===== src/rtl/lfu_pr_pkg.sv =====
// types and constants for the lfu page replacement block
// no dependencies
package lfu_pr_pkg;

    localparam int WAYS_W      = 5;
    localparam int PAGE_IN_W   = 16;
    localparam int FRAME_OUT_W = 4;
    localparam int COUNT_W     = 16;
    localparam int STAMP_W     = 32;
    localparam int TOTAL_W     = 32;

    localparam int M_TDATA_USED = FRAME_OUT_W + PAGE_IN_W + 2 * TOTAL_W;
    localparam int M_TDATA_W    = ((M_TDATA_USED + 7) / 8) * 8;
    localparam int M_TDATA_PAD  = M_TDATA_W - M_TDATA_USED;
    localparam int M_TUSER_W    = 2;

    localparam logic [COUNT_W-1:0] COUNT_MAX = '1;
    localparam logic [COUNT_W-1:0] COUNT_NEW = COUNT_W'(1);

    typedef enum logic [3:0] {
        ST_IDLE   = 4'b0001,
        ST_SCAN   = 4'b0010,
        ST_DRAIN  = 4'b0100,
        ST_DECIDE = 4'b1000
    } state_t;

endpackage


===== src/rtl/lfu_page_replacement.sv =====
// lfu page frame table: one frame compared per cycle, one shared compare unit
// path to m_tvalid: scan of the filled frames, drain, decide; only decide when none is filled
// the next input is taken only in idle, after decide; decide waits while a result is stalled
// a waiting result does not block the next input transfer
// reset (aresetn low, synchronous): table empty, totals and access clock zero,
// active_ways = min(16, FRAMES); depends on lfu_pr_pkg
module lfu_page_replacement #(
    parameter int FRAMES    = 16,
    parameter int PAGE_BITS = 16
) (
    input  logic                                 aclk,
    input  logic                                 aresetn,
    input  logic                                 s_tvalid,
    output logic                                 s_tready,
    input  logic [lfu_pr_pkg::PAGE_IN_W-1:0]     s_tdata,   // page
    output logic                                 m_tvalid,
    input  logic                                 m_tready,
    // frame, evicted_page, hit_total, miss_total, zero pad
    output logic [lfu_pr_pkg::M_TDATA_W-1:0]     m_tdata,
    output logic [lfu_pr_pkg::M_TUSER_W-1:0]     m_tuser,   // hit, evicted_valid
    input  logic                                 cfg_we,
    input  logic [lfu_pr_pkg::WAYS_W-1:0]        cfg_wdata  // active_ways
);

    localparam int IDX_W  = (FRAMES > 1) ? $clog2(FRAMES) : 1;
    localparam int FILL_W = $clog2(FRAMES + 1);
    localparam int CMP_W  = (FILL_W > lfu_pr_pkg::WAYS_W) ? FILL_W : lfu_pr_pkg::WAYS_W;
    localparam logic [lfu_pr_pkg::WAYS_W-1:0] WAYS_RST =
        lfu_pr_pkg::WAYS_W'((FRAMES < 16) ? FRAMES : 16);

    lfu_pr_pkg::state_t state_reg, state_next;

    logic [PAGE_BITS-1:0]               frame_page  [FRAMES];
    logic [lfu_pr_pkg::COUNT_W-1:0]     frame_count [FRAMES];
    logic [lfu_pr_pkg::STAMP_W-1:0]     frame_stamp [FRAMES];

    logic [FILL_W-1:0]                  filled_reg, filled_next;
    logic [lfu_pr_pkg::STAMP_W-1:0]     clock_reg, clock_next;
    logic [lfu_pr_pkg::TOTAL_W-1:0]     hits_reg, hits_next;
    logic [lfu_pr_pkg::TOTAL_W-1:0]     misses_reg, misses_next;
    logic [lfu_pr_pkg::WAYS_W-1:0]      ways_reg, ways_next;
    logic [IDX_W-1:0]                   rd_idx_reg, rd_idx_next;
    logic                               rvld_reg, rvld_next;
    logic                               found_reg, found_next;
    logic                               m_tvalid_reg, m_tvalid_next;

    logic [PAGE_BITS-1:0]               page_reg;
    logic [lfu_pr_pkg::STAMP_W-1:0]     stamp_reg;
    logic [IDX_W-1:0]                   cmp_idx_reg;
    logic [PAGE_BITS-1:0]               page_q_reg;
    logic [lfu_pr_pkg::COUNT_W-1:0]     count_q_reg;
    logic [lfu_pr_pkg::STAMP_W-1:0]     stamp_q_reg;
    logic [IDX_W-1:0]                   match_idx_reg;
    logic [lfu_pr_pkg::COUNT_W-1:0]     match_count_reg;
    logic [IDX_W-1:0]                   best_idx_reg;
    logic [PAGE_BITS-1:0]               best_page_reg;
    logic [lfu_pr_pkg::COUNT_W-1:0]     best_count_reg;
    logic [lfu_pr_pkg::STAMP_W-1:0]     best_stamp_reg;

    logic                               out_hit_reg;
    logic                               out_ev_valid_reg;
    logic [lfu_pr_pkg::FRAME_OUT_W-1:0] out_frame_reg;
    logic [lfu_pr_pkg::PAGE_IN_W-1:0]   out_ev_page_reg;
    logic [lfu_pr_pkg::TOTAL_W-1:0]     out_hits_reg;
    logic [lfu_pr_pkg::TOTAL_W-1:0]     out_misses_reg;

    logic                               s_accept;
    logic                               decide_go;
    logic                               page_match;
    logic                               victim_better;
    logic                               table_full;
    logic [CMP_W-1:0]                   eff_ways;
    logic [CMP_W-1:0]                   cfg_eff_ways;
    logic [IDX_W-1:0]                   wr_idx;
    logic [lfu_pr_pkg::COUNT_W-1:0]     wr_count;
    logic                               wr_evict;

    function automatic logic [CMP_W-1:0] clamp_ways(input logic [lfu_pr_pkg::WAYS_W-1:0] w);
        logic [CMP_W-1:0] ext;
        ext = CMP_W'(w);
        if (ext == '0) begin
            return CMP_W'(1);
        end else if (ext > CMP_W'(FRAMES)) begin
            return CMP_W'(FRAMES);
        end
        return ext;
    endfunction

    assign eff_ways     = clamp_ways(ways_reg);
    assign cfg_eff_ways = clamp_ways(cfg_wdata);
    assign table_full   = !(CMP_W'(filled_reg) < eff_ways);

    assign s_tready  = (state_reg == lfu_pr_pkg::ST_IDLE);
    assign s_accept  = s_tvalid && s_tready;
    assign decide_go = (state_reg == lfu_pr_pkg::ST_DECIDE) && (!m_tvalid_reg || m_tready);

    // shared compare unit
    assign page_match    = (page_q_reg == page_reg);
    assign victim_better = (cmp_idx_reg == '0) ||
                           (count_q_reg < best_count_reg) ||
                           ((count_q_reg == best_count_reg) && (stamp_q_reg < best_stamp_reg));

    always_comb begin
        wr_evict = 1'b0;
        if (found_reg) begin
            wr_idx   = match_idx_reg;
            wr_count = (match_count_reg == lfu_pr_pkg::COUNT_MAX) ?
                       lfu_pr_pkg::COUNT_MAX : match_count_reg + lfu_pr_pkg::COUNT_NEW;
        end else if (!table_full) begin
            wr_idx   = IDX_W'(filled_reg);
            wr_count = lfu_pr_pkg::COUNT_NEW;
        end else begin
            wr_idx   = best_idx_reg;
            wr_count = lfu_pr_pkg::COUNT_NEW;
            wr_evict = 1'b1;
        end
    end

    always_comb begin
        state_next    = state_reg;
        filled_next   = filled_reg;
        clock_next    = clock_reg;
        hits_next     = hits_reg;
        misses_next   = misses_reg;
        ways_next     = ways_reg;
        rd_idx_next   = rd_idx_reg;
        rvld_next     = 1'b0;
        found_next    = found_reg || (rvld_reg && page_match);
        m_tvalid_next = m_tvalid_reg && !m_tready;

        unique case (state_reg)
            lfu_pr_pkg::ST_IDLE: begin
                if (s_tvalid) begin
                    clock_next  = clock_reg + lfu_pr_pkg::STAMP_W'(1);
                    rd_idx_next = '0;
                    found_next  = 1'b0;
                    state_next  = (filled_reg == '0) ? lfu_pr_pkg::ST_DECIDE : lfu_pr_pkg::ST_SCAN;
                end
            end
            lfu_pr_pkg::ST_SCAN: begin
                rvld_next = 1'b1;
                if (FILL_W'(rd_idx_reg) == filled_reg - FILL_W'(1)) begin
                    state_next = lfu_pr_pkg::ST_DRAIN;
                end else begin
                    rd_idx_next = rd_idx_reg + IDX_W'(1);
                end
            end
            lfu_pr_pkg::ST_DRAIN: begin
                state_next = lfu_pr_pkg::ST_DECIDE;
            end
            lfu_pr_pkg::ST_DECIDE: begin
                if (decide_go) begin
                    m_tvalid_next = 1'b1;
                    state_next    = lfu_pr_pkg::ST_IDLE;
                    if (found_reg) begin
                        hits_next = hits_reg + lfu_pr_pkg::TOTAL_W'(1);
                    end else begin
                        misses_next = misses_reg + lfu_pr_pkg::TOTAL_W'(1);
                        if (!table_full) begin
                            filled_next = filled_reg + FILL_W'(1);
                        end
                    end
                end
            end
            default: begin
                state_next = lfu_pr_pkg::ST_IDLE;
            end
        endcase

        if (cfg_we) begin
            ways_next = cfg_wdata;
            if (CMP_W'(filled_reg) > cfg_eff_ways) begin
                filled_next = FILL_W'(cfg_eff_ways);
            end
        end
    end

    always_ff @(posedge aclk) begin
        if (!aresetn) begin
            state_reg    <= lfu_pr_pkg::ST_IDLE;
            filled_reg   <= '0;
            clock_reg    <= '0;
            hits_reg     <= '0;
            misses_reg   <= '0;
            ways_reg     <= WAYS_RST;
            rd_idx_reg   <= '0;
            rvld_reg     <= 1'b0;
            found_reg    <= 1'b0;
            m_tvalid_reg <= 1'b0;
        end else begin
            state_reg    <= state_next;
            filled_reg   <= filled_next;
            clock_reg    <= clock_next;
            hits_reg     <= hits_next;
            misses_reg   <= misses_next;
            ways_reg     <= ways_next;
            rd_idx_reg   <= rd_idx_next;
            rvld_reg     <= rvld_next;
            found_reg    <= found_next;
            m_tvalid_reg <= m_tvalid_next;
        end
    end

    // frame table
    always_ff @(posedge aclk) begin
        if (decide_go) begin
            frame_page[wr_idx]  <= page_reg;
            frame_count[wr_idx] <= wr_count;
            frame_stamp[wr_idx] <= stamp_reg;
        end
        if (state_reg == lfu_pr_pkg::ST_SCAN) begin
            page_q_reg  <= frame_page[rd_idx_reg];
            count_q_reg <= frame_count[rd_idx_reg];
            stamp_q_reg <= frame_stamp[rd_idx_reg];
            cmp_idx_reg <= rd_idx_reg;
        end
    end

    always_ff @(posedge aclk) begin
        if (s_accept) begin
            page_reg  <= PAGE_BITS'(s_tdata);
            stamp_reg <= clock_reg;
        end
        if (rvld_reg) begin
            if (!found_reg && page_match) begin
                match_idx_reg   <= cmp_idx_reg;
                match_count_reg <= count_q_reg;
            end
            if (victim_better) begin
                best_idx_reg   <= cmp_idx_reg;
                best_page_reg  <= page_q_reg;
                best_count_reg <= count_q_reg;
                best_stamp_reg <= stamp_q_reg;
            end
        end
        if (decide_go) begin
            out_hit_reg      <= found_reg;
            out_ev_valid_reg <= wr_evict;
            out_frame_reg    <= lfu_pr_pkg::FRAME_OUT_W'(wr_idx);
            out_ev_page_reg  <= wr_evict ? lfu_pr_pkg::PAGE_IN_W'(best_page_reg) : '0;
            out_hits_reg     <= hits_next;
            out_misses_reg   <= misses_next;
        end
    end

    assign m_tvalid = m_tvalid_reg;
    assign m_tuser  = {out_ev_valid_reg, out_hit_reg};
    assign m_tdata  = {{lfu_pr_pkg::M_TDATA_PAD{1'b0}}, out_misses_reg, out_hits_reg,
                       out_ev_page_reg, out_frame_reg};

endmodule


===== config.mk =====
export PLATFORM = sky130hd
export DESIGN_NAME = lfu_page_replacement
export DESIGN_NICKNAME = d
export VERILOG_FILES = /design/src/rtl/lfu_pr_pkg.sv /design/src/rtl/lfu_page_replacement.sv
export SDC_FILE = /design/constraint.sdc
export NUM_CORES = 1
export LEC_CHECK = 0
export ABC_AREA = 1
export BUFFER_PORTS_ARGS = -buffer_cell sky130_fd_sc_hd__buf_2
export CAP_MARGIN = 20
export CELL_PAD_IN_SITES_DETAIL_PLACEMENT = 0
export CELL_PAD_IN_SITES_GLOBAL_PLACEMENT = 1
export CORE_ASPECT_RATIO = 1.25
export CORE_MARGIN = 2
export CORE_UTILIZATION = 30
export DETAILED_ROUTE_END_ITERATION = 8
export GPL_ROUTABILITY_DRIVEN = 0
export PLACE_DENSITY_LB_ADDON = 0.1
export SLEW_MARGIN = 20
export SYNTH_ARGS = -nofsm -noshare
export SYNTH_HDL_FRONTEND = slang
export SYNTH_SLANG_ARGS = --single-unit

===== constraint.sdc =====
create_clock -name aclk -period 16.58 [get_ports aclk]
set_clock_uncertainty 0.15 [all_clocks]
set_input_delay 2.487 -clock aclk [delete_from_list [all_inputs] [get_ports aclk]]
set_output_delay 2.487 -clock aclk [all_outputs]
set_load 0.02 [all_outputs]

; ---- Yosys cells after proc, flatten, opt, wreduce, memory -nomap -nowiden
; Memory sizes are Yosys's and may differ from the RTL's. A register that Yosys moved wholly into a read port is not among the register bits.
; Cells that the tools add are included.
[classes]
n_eq_ne = 12
n_addsub = 7
mux = 43
order_cmp = 6
n_reduce_logical = 23
[ops]
columns = op, n
row1 = 32-bit 2-to-1 mux, 6
row2 = "32-bit by 1-bit adder with 32-bit output, second input constant", 3
row3 = 5-bit 2-to-1 mux, 12
row4 = 16-bit equality test, 2
row5 = 32-bit less-than comparator, 1
row6 = 16-bit 2-to-1 mux, 2
row7 = 4-bit 2-to-1 mux, 8
row8 = "16-bit by 1-bit adder with 16-bit output, second input constant", 1
row9 = "16-bit equality test, second input constant", 1
row10 = 16-bit less-than comparator, 1
row11 = 4-bit one-hot mux with 4 select lines, 1
row12 = 5-bit zero test, 3
row13 = 1-bit 2-to-1 mux, 13
row14 = "5-bit greater-than comparator, second input constant", 2
row15 = "2-bit != test, second input constant", 4
row16 = 4-bit one-hot mux with 2 select lines, 1
row17 = 1-bit logical AND, 6
row18 = 2-bit AND reduction, 3
row19 = 3-bit AND reduction, 2
row20 = "5-bit by 1-bit adder with 5-bit output, second input constant", 1
row21 = 4-bit by 5-bit equality test with 1-bit output, 1
row22 = 5-bit greater-than comparator, 1
row23 = 5-bit less-than comparator, 1
row24 = "5-bit by 1-bit subtractor with 5-bit output, second input constant", 1
row25 = 9 further kinds, 14
[totals]
mem_bits_rw = 1024
input_bits = 26
elab_cells = 119
reg_bits = 343
memories = 3
[memory_table]
columns = memory, words, width, rd, rd_ports_with_merged_regs, wr, line
row1 = frame_stamp, 16, 32, 1, 1, 1, lfu_page_replacement.sv:35  ; logic [lfu_pr_pkg::STAMP_W-1:0] frame_stamp [FRAMES];
row2 = frame_count, 16, 16, 1, 1, 1, lfu_page_replacement.sv:34  ; logic [lfu_pr_pkg::COUNT_W-1:0] frame_count [FRAMES];
row3 = frame_page, 16, 16, 1, 1, 1, lfu_page_replacement.sv:33  ; logic [PAGE_BITS-1:0] frame_page [FRAMES];

; ---- Longest topological paths before layout
[logic_depth]
depth_word = 11
mapped_depth = 15
ltp_nobuf = 15

; ---- Worst setup path after synthesis
; OpenSTA, ideal clock, no wires.
[synth_path]
path_type = input to register
from = input m_tready
to = memory frame_count[10][0] (netlist name) (enable)
cell_stages = 7
arrival_time_ps = 6983
setup_time_ps = 487
slack_ps = 8961
cell_sequence = inv_1 > nand2_1 > nand4_4 > clkinv_1 > buf_2 > nand3_1 > nor2_1
[synth_between]
elab_chain_len = 4
[synth_lines]
columns = item, line
row1 = start: declaration, lfu_page_replacement.sv:17  ; input logic m_tready,
row2 = 1-bit logical OR, lfu_page_replacement.sv:95  ; assign decide_go = (state_reg == lfu_pr_pkg::ST_DECIDE) && (!m_tvalid_reg || m_tready);
row3 = 1-bit logical AND, lfu_page_replacement.sv:95
row4 = net decide_go, lfu_page_replacement.sv:68  ; logic decide_go;
row5 = 1-bit 2-to-1 mux, lfu_page_replacement.sv:206  ; if (decide_go) begin
row6 = 1-bit 2-to-1 mux (not written as such), lfu_page_replacement.sv:208  ; frame_count[wr_idx] <= wr_count;
row7 = end: declaration, lfu_page_replacement.sv:34
; The timed path passes the listed nets, and every way through them passes these cells.

; ---- Final worst setup path
[layout_path]
from = input m_tready
to = memory frame_page[3][8] (enable)
[layout_between]
elab_chain_len = 4
[layout_lines]
columns = item, line
row1 = 1-bit logical OR, lfu_page_replacement.sv:95
row2 = 1-bit logical AND, lfu_page_replacement.sv:95
row3 = 1-bit 2-to-1 mux, lfu_page_replacement.sv:206
row4 = 1-bit 2-to-1 mux (not written as such), lfu_page_replacement.sv:207  ; frame_page[wr_idx] <= page_reg;
row5 = end: declaration, lfu_page_replacement.sv:33
; Every way passes these cells.

==> Flow_metrics.wiki <==
{| class="wikitable"
! Metric !! Value
|-
| Status || finished clean
|-
| Core Util, Final || 34.55%
|-
| Area added between synthesis and finish || 14.41%
|-
| Crit path launch || m_tready
|-
| Maximum number of pins on one net before global-route repair || 170
|-
| CTS tree || done
|-
| Antenna violations before repair || 7
|-
| Effective utilization at floorplan || 30.20%
|-
| Summed negative setup slack over all endpoints || 0 ns
|-
| Start-to-end type of the worst setup path || in2reg
|-
| Remaining antenna violation count || 0
|-
| Worst vdd rail ir drop || 0.08956 mV
|-
| CTS Root Buffer Type || clkbuf_16
|-
| Max cap viols || 0
|-
| Arrival @ worst endpoint || 5.88 ns
|-
| Async S/R FF share, synth || 0%
|-
| Worst-skew pair later-pin latency || 0.79 ns
|-
| Worst Path Max Fanout || 54
|-
| Measured slew at the worst slew-check pin || 1.068 ns
|-
| CTS HTree Levels || 4
|-
| Flip-flop and latch count after synthesis || 1431
|-
| Total clock buffers created by CTS || 154
|-
| Via count || 35730
|-
| Time the worst path needs with I/O delays and setup || 5.623 ns
|-
| Area of the placeable core || 0.1906 sq mm
|-
| Chip Height || 493.7 microns
|-
| Total congestion overflow after global routing || 0
|-
| Hold path start || page_q_reg[3]
|-
| Number of failing hold endpoints at the final stage || 0
|-
| Crit path capture type || register
|-
| Sink of the worst hold path || best_page_reg[3]
|-
| Nets || 4809
|-
| Number of slew-limit violations in the final report || 0
|-
| Leak Pwr || 22.91 nW
|-
| Detailed Place HPWL || 100.4 mm
|-
| Number of warnings reported in the yosys synthesis log || 0
|-
| DRC errors left || 0
|-
| Die X || 395.8 microns
|-
| Top Ports || 118
|-
| P per Cell Area || 126.6 mW/mm^2
|-
| Drt pass-1 iters || 6
|-
| Final setup violation count || 0
|-
| Area share of the largest cell type after synthesis || 68.55%
|-
| Worst-path cell with the longest stage delay || buf_4
|-
| Sequential cell area fraction in the yosys report || 72.62%
|-
| End of the worst register-to-register path || frame_page[0][8]
|-
| Synth Cell Area || 0.05756 sq mm
|-
| Cell type with the largest total area after synthesis || edfxtp_1
|-
| Number of instances on the worst hold path || 0
|-
| Top cells by instance count after synthesis || edfxtp_1 (1314), nand2_1 (805), nor2_1 (472), o21ai_0 (315), inv_1 (263)
|-
| Cells resized by post-CTS repair || 0
|-
| Maximum clock path buffer count || 3
|-
| Avg Synthesized Cell Area || 12.48 sq um
|-
| Share of post-route cells with drive strength above 1 || 10.61%
|-
| Register ranked first by flip-flop count || frame_stamp
|-
| Synth cell types || 54
|-
| Maximum cell stage delay along the critical path || 0.86 ns
|-
| Registers with the highest flip-flop counts || frame_stamp x512, frame_count x256, frame_page x256
|-
| Drt via density || 4.841
|-
| Mean routed wirelength per cell || 23.40 microns
|-
| Hold slack || 0.2950 ns
|-
| Count of fill cells added during filler insertion || 18680
|-
| Most frequent cell after synthesis || edfxtp_1
|-
| Number of port buffers || 113
|-
| Data required time at the worst endpoint || 16.84 ns
|-
| Final Instance Area || 0.06585 sq mm
|-
| CTS hold repair buffers || 0
|-
| Clock Sinks || 1431
|-
| Overall fraction of global-route tracks in use || 17.51%
|-
| Final wirelength || 172.7 mm
|-
| Standard-cell rows || 179
|-
| Sequence of cells on the critical path || buf_2 -> inv_1 -> nand2_1 -> nand4_4 -> inv_4 -> nand3_1 -> nor2_4 -> buf_4
|-
| Number of buffers inserted by post-CTS setup repair || 0
|-
| Achievable clock frequency || 177.8 MHz
|-
| Kind of start point of the critical path || primary input
|-
| Overall die area || 0.1954 sq mm
|-
| Most frequently used flop master after synthesis || edfxtp_1
|-
| First-pass GRT wire length || 250.3 mm
|-
| Launching point of the worst reg2reg path || ways_reg[1]
|-
| Unrepaired setup endpoints after global routing || false
|-
| R2R depth || 14
|-
| Power Total || 0.008335 W
|-
| Synth area leaders || edfxtp_1 (69%), nand2_1 (5.2%), dfxtp_1 (4.1%)
|-
| EDFF count, synth || 1314
|-
| Share of the clock period used by the worst path || 33.92%
|-
| Largest register FFs || 512
|-
| Synth Instances || 4613
|-
| Worst min-delay path class || reg2reg
|-
| Number of global-route vias before repair || 35720
|-
| Remaining max-slew budget at the tightest pin || 28.78%
|-
| Violation count after the first detailed-route iteration || 2499
|-
| Area post-placement || 0.06094 sq mm
|-
| Reg2reg setup slack || 11.71 ns
|-
| Clock edge transition at the registers on the reported setup and hold paths || 0.06 ns
|}
==> placed cells by master, fill, tap and decap left out, drive strengths merged <==
cell type	count
edfxtp	1314
o21bai	1
nor3b	4
o21a	4
nor2	498
clkbuf	207
a21oi	245
nor4	12
xnor2	18
o22ai	78
a31oi	1
ha	65
bufinv	12
clkinvlp	1
inv	282
diode	3
or2	11
and2	3
nor3	48
o2111ai	1
a21o	2
o211ai	3
o21ai	390
nand4	93
dfxtp	117
nand2	815
and3	2
conb	4
xor2	44
a221oi	75
o221ai	53
clkinv	57
a211oi	1
nand3	197
buf	175
nand3b	10
==> power breakdown <==
part	leakage [nW]	switching (W)	total [W]	internal (W)
registers	12.9	0.000204	0.00437	0.00416
clock network	2.41	0.00144	0.00341	0.00196
logic	7.59	0.000430	0.000560	0.000129
==> metal layers <==
layer,track usage [%],vias to the layer above,wire [microns]
met5,0,-,0
met3,2.659,185,6819
li1,-,16840,-
met1,23.17,18010,77310
met2,29.85,698,84790
met4,4.693,0,3775
==> worst max-delay path by stage <==
stage,slack (ns),endpoint,cells past startpoint
3_5_place_dp,9.99,frame_page[3][10],8
4_1_cts,10.86,frame_page[3][8],8
5_1_grt,10.68,frame_page[3][10],8
3_3_place_gp,10.05,frame_page[3][10],8
2_1_floorplan,8.96,frame_count[10][0],7
6_report,10.96,frame_page[3][8],8
==> stage by stage <==
step                      worst slack [ns]  instances
final                                10.96       7380
after global routing                 10.68       7378
after CTS                            10.86       7377
after detailed placement             9.989       7096
after global placement               10.05       7095
after floorplan                      8.961       4616
==> layout make-up <==
type / count / area [sq um] / share of cell area, %
sequential: 1431 / 41820 / 63.50
tap: 2534 / 3171 / 4.814
inverter: 278 / 1079 / 1.638
clock inverter: 74 / 713.2 / 1.083
timing repair buffer: 175 / 1089 / 1.653
clock buffer: 207 / 4187 / 6.357
antenna: 3 / 7.507 / 0.01140
multi-input combinational: 2678 / 13790 / 20.95
==> kinds of logic after synthesis <==
family | share of synthesized area, %
AOI/OAI and AO/OA | 8.562
xor gates and xnor gates | 0.9434
adders and majority gates | 1.413
buffers and inverters | 3.769
DFF | 72.62
other | 0.006515
and+or+nand+nor | 12.69
==> worst max-delay path, delay by kind of cell <==
kind / cells / cell delay (ns)
buf+inv: 4 / 1.70
simple gates: 4 / 1.56
Power figures use the tool's default switching activity.
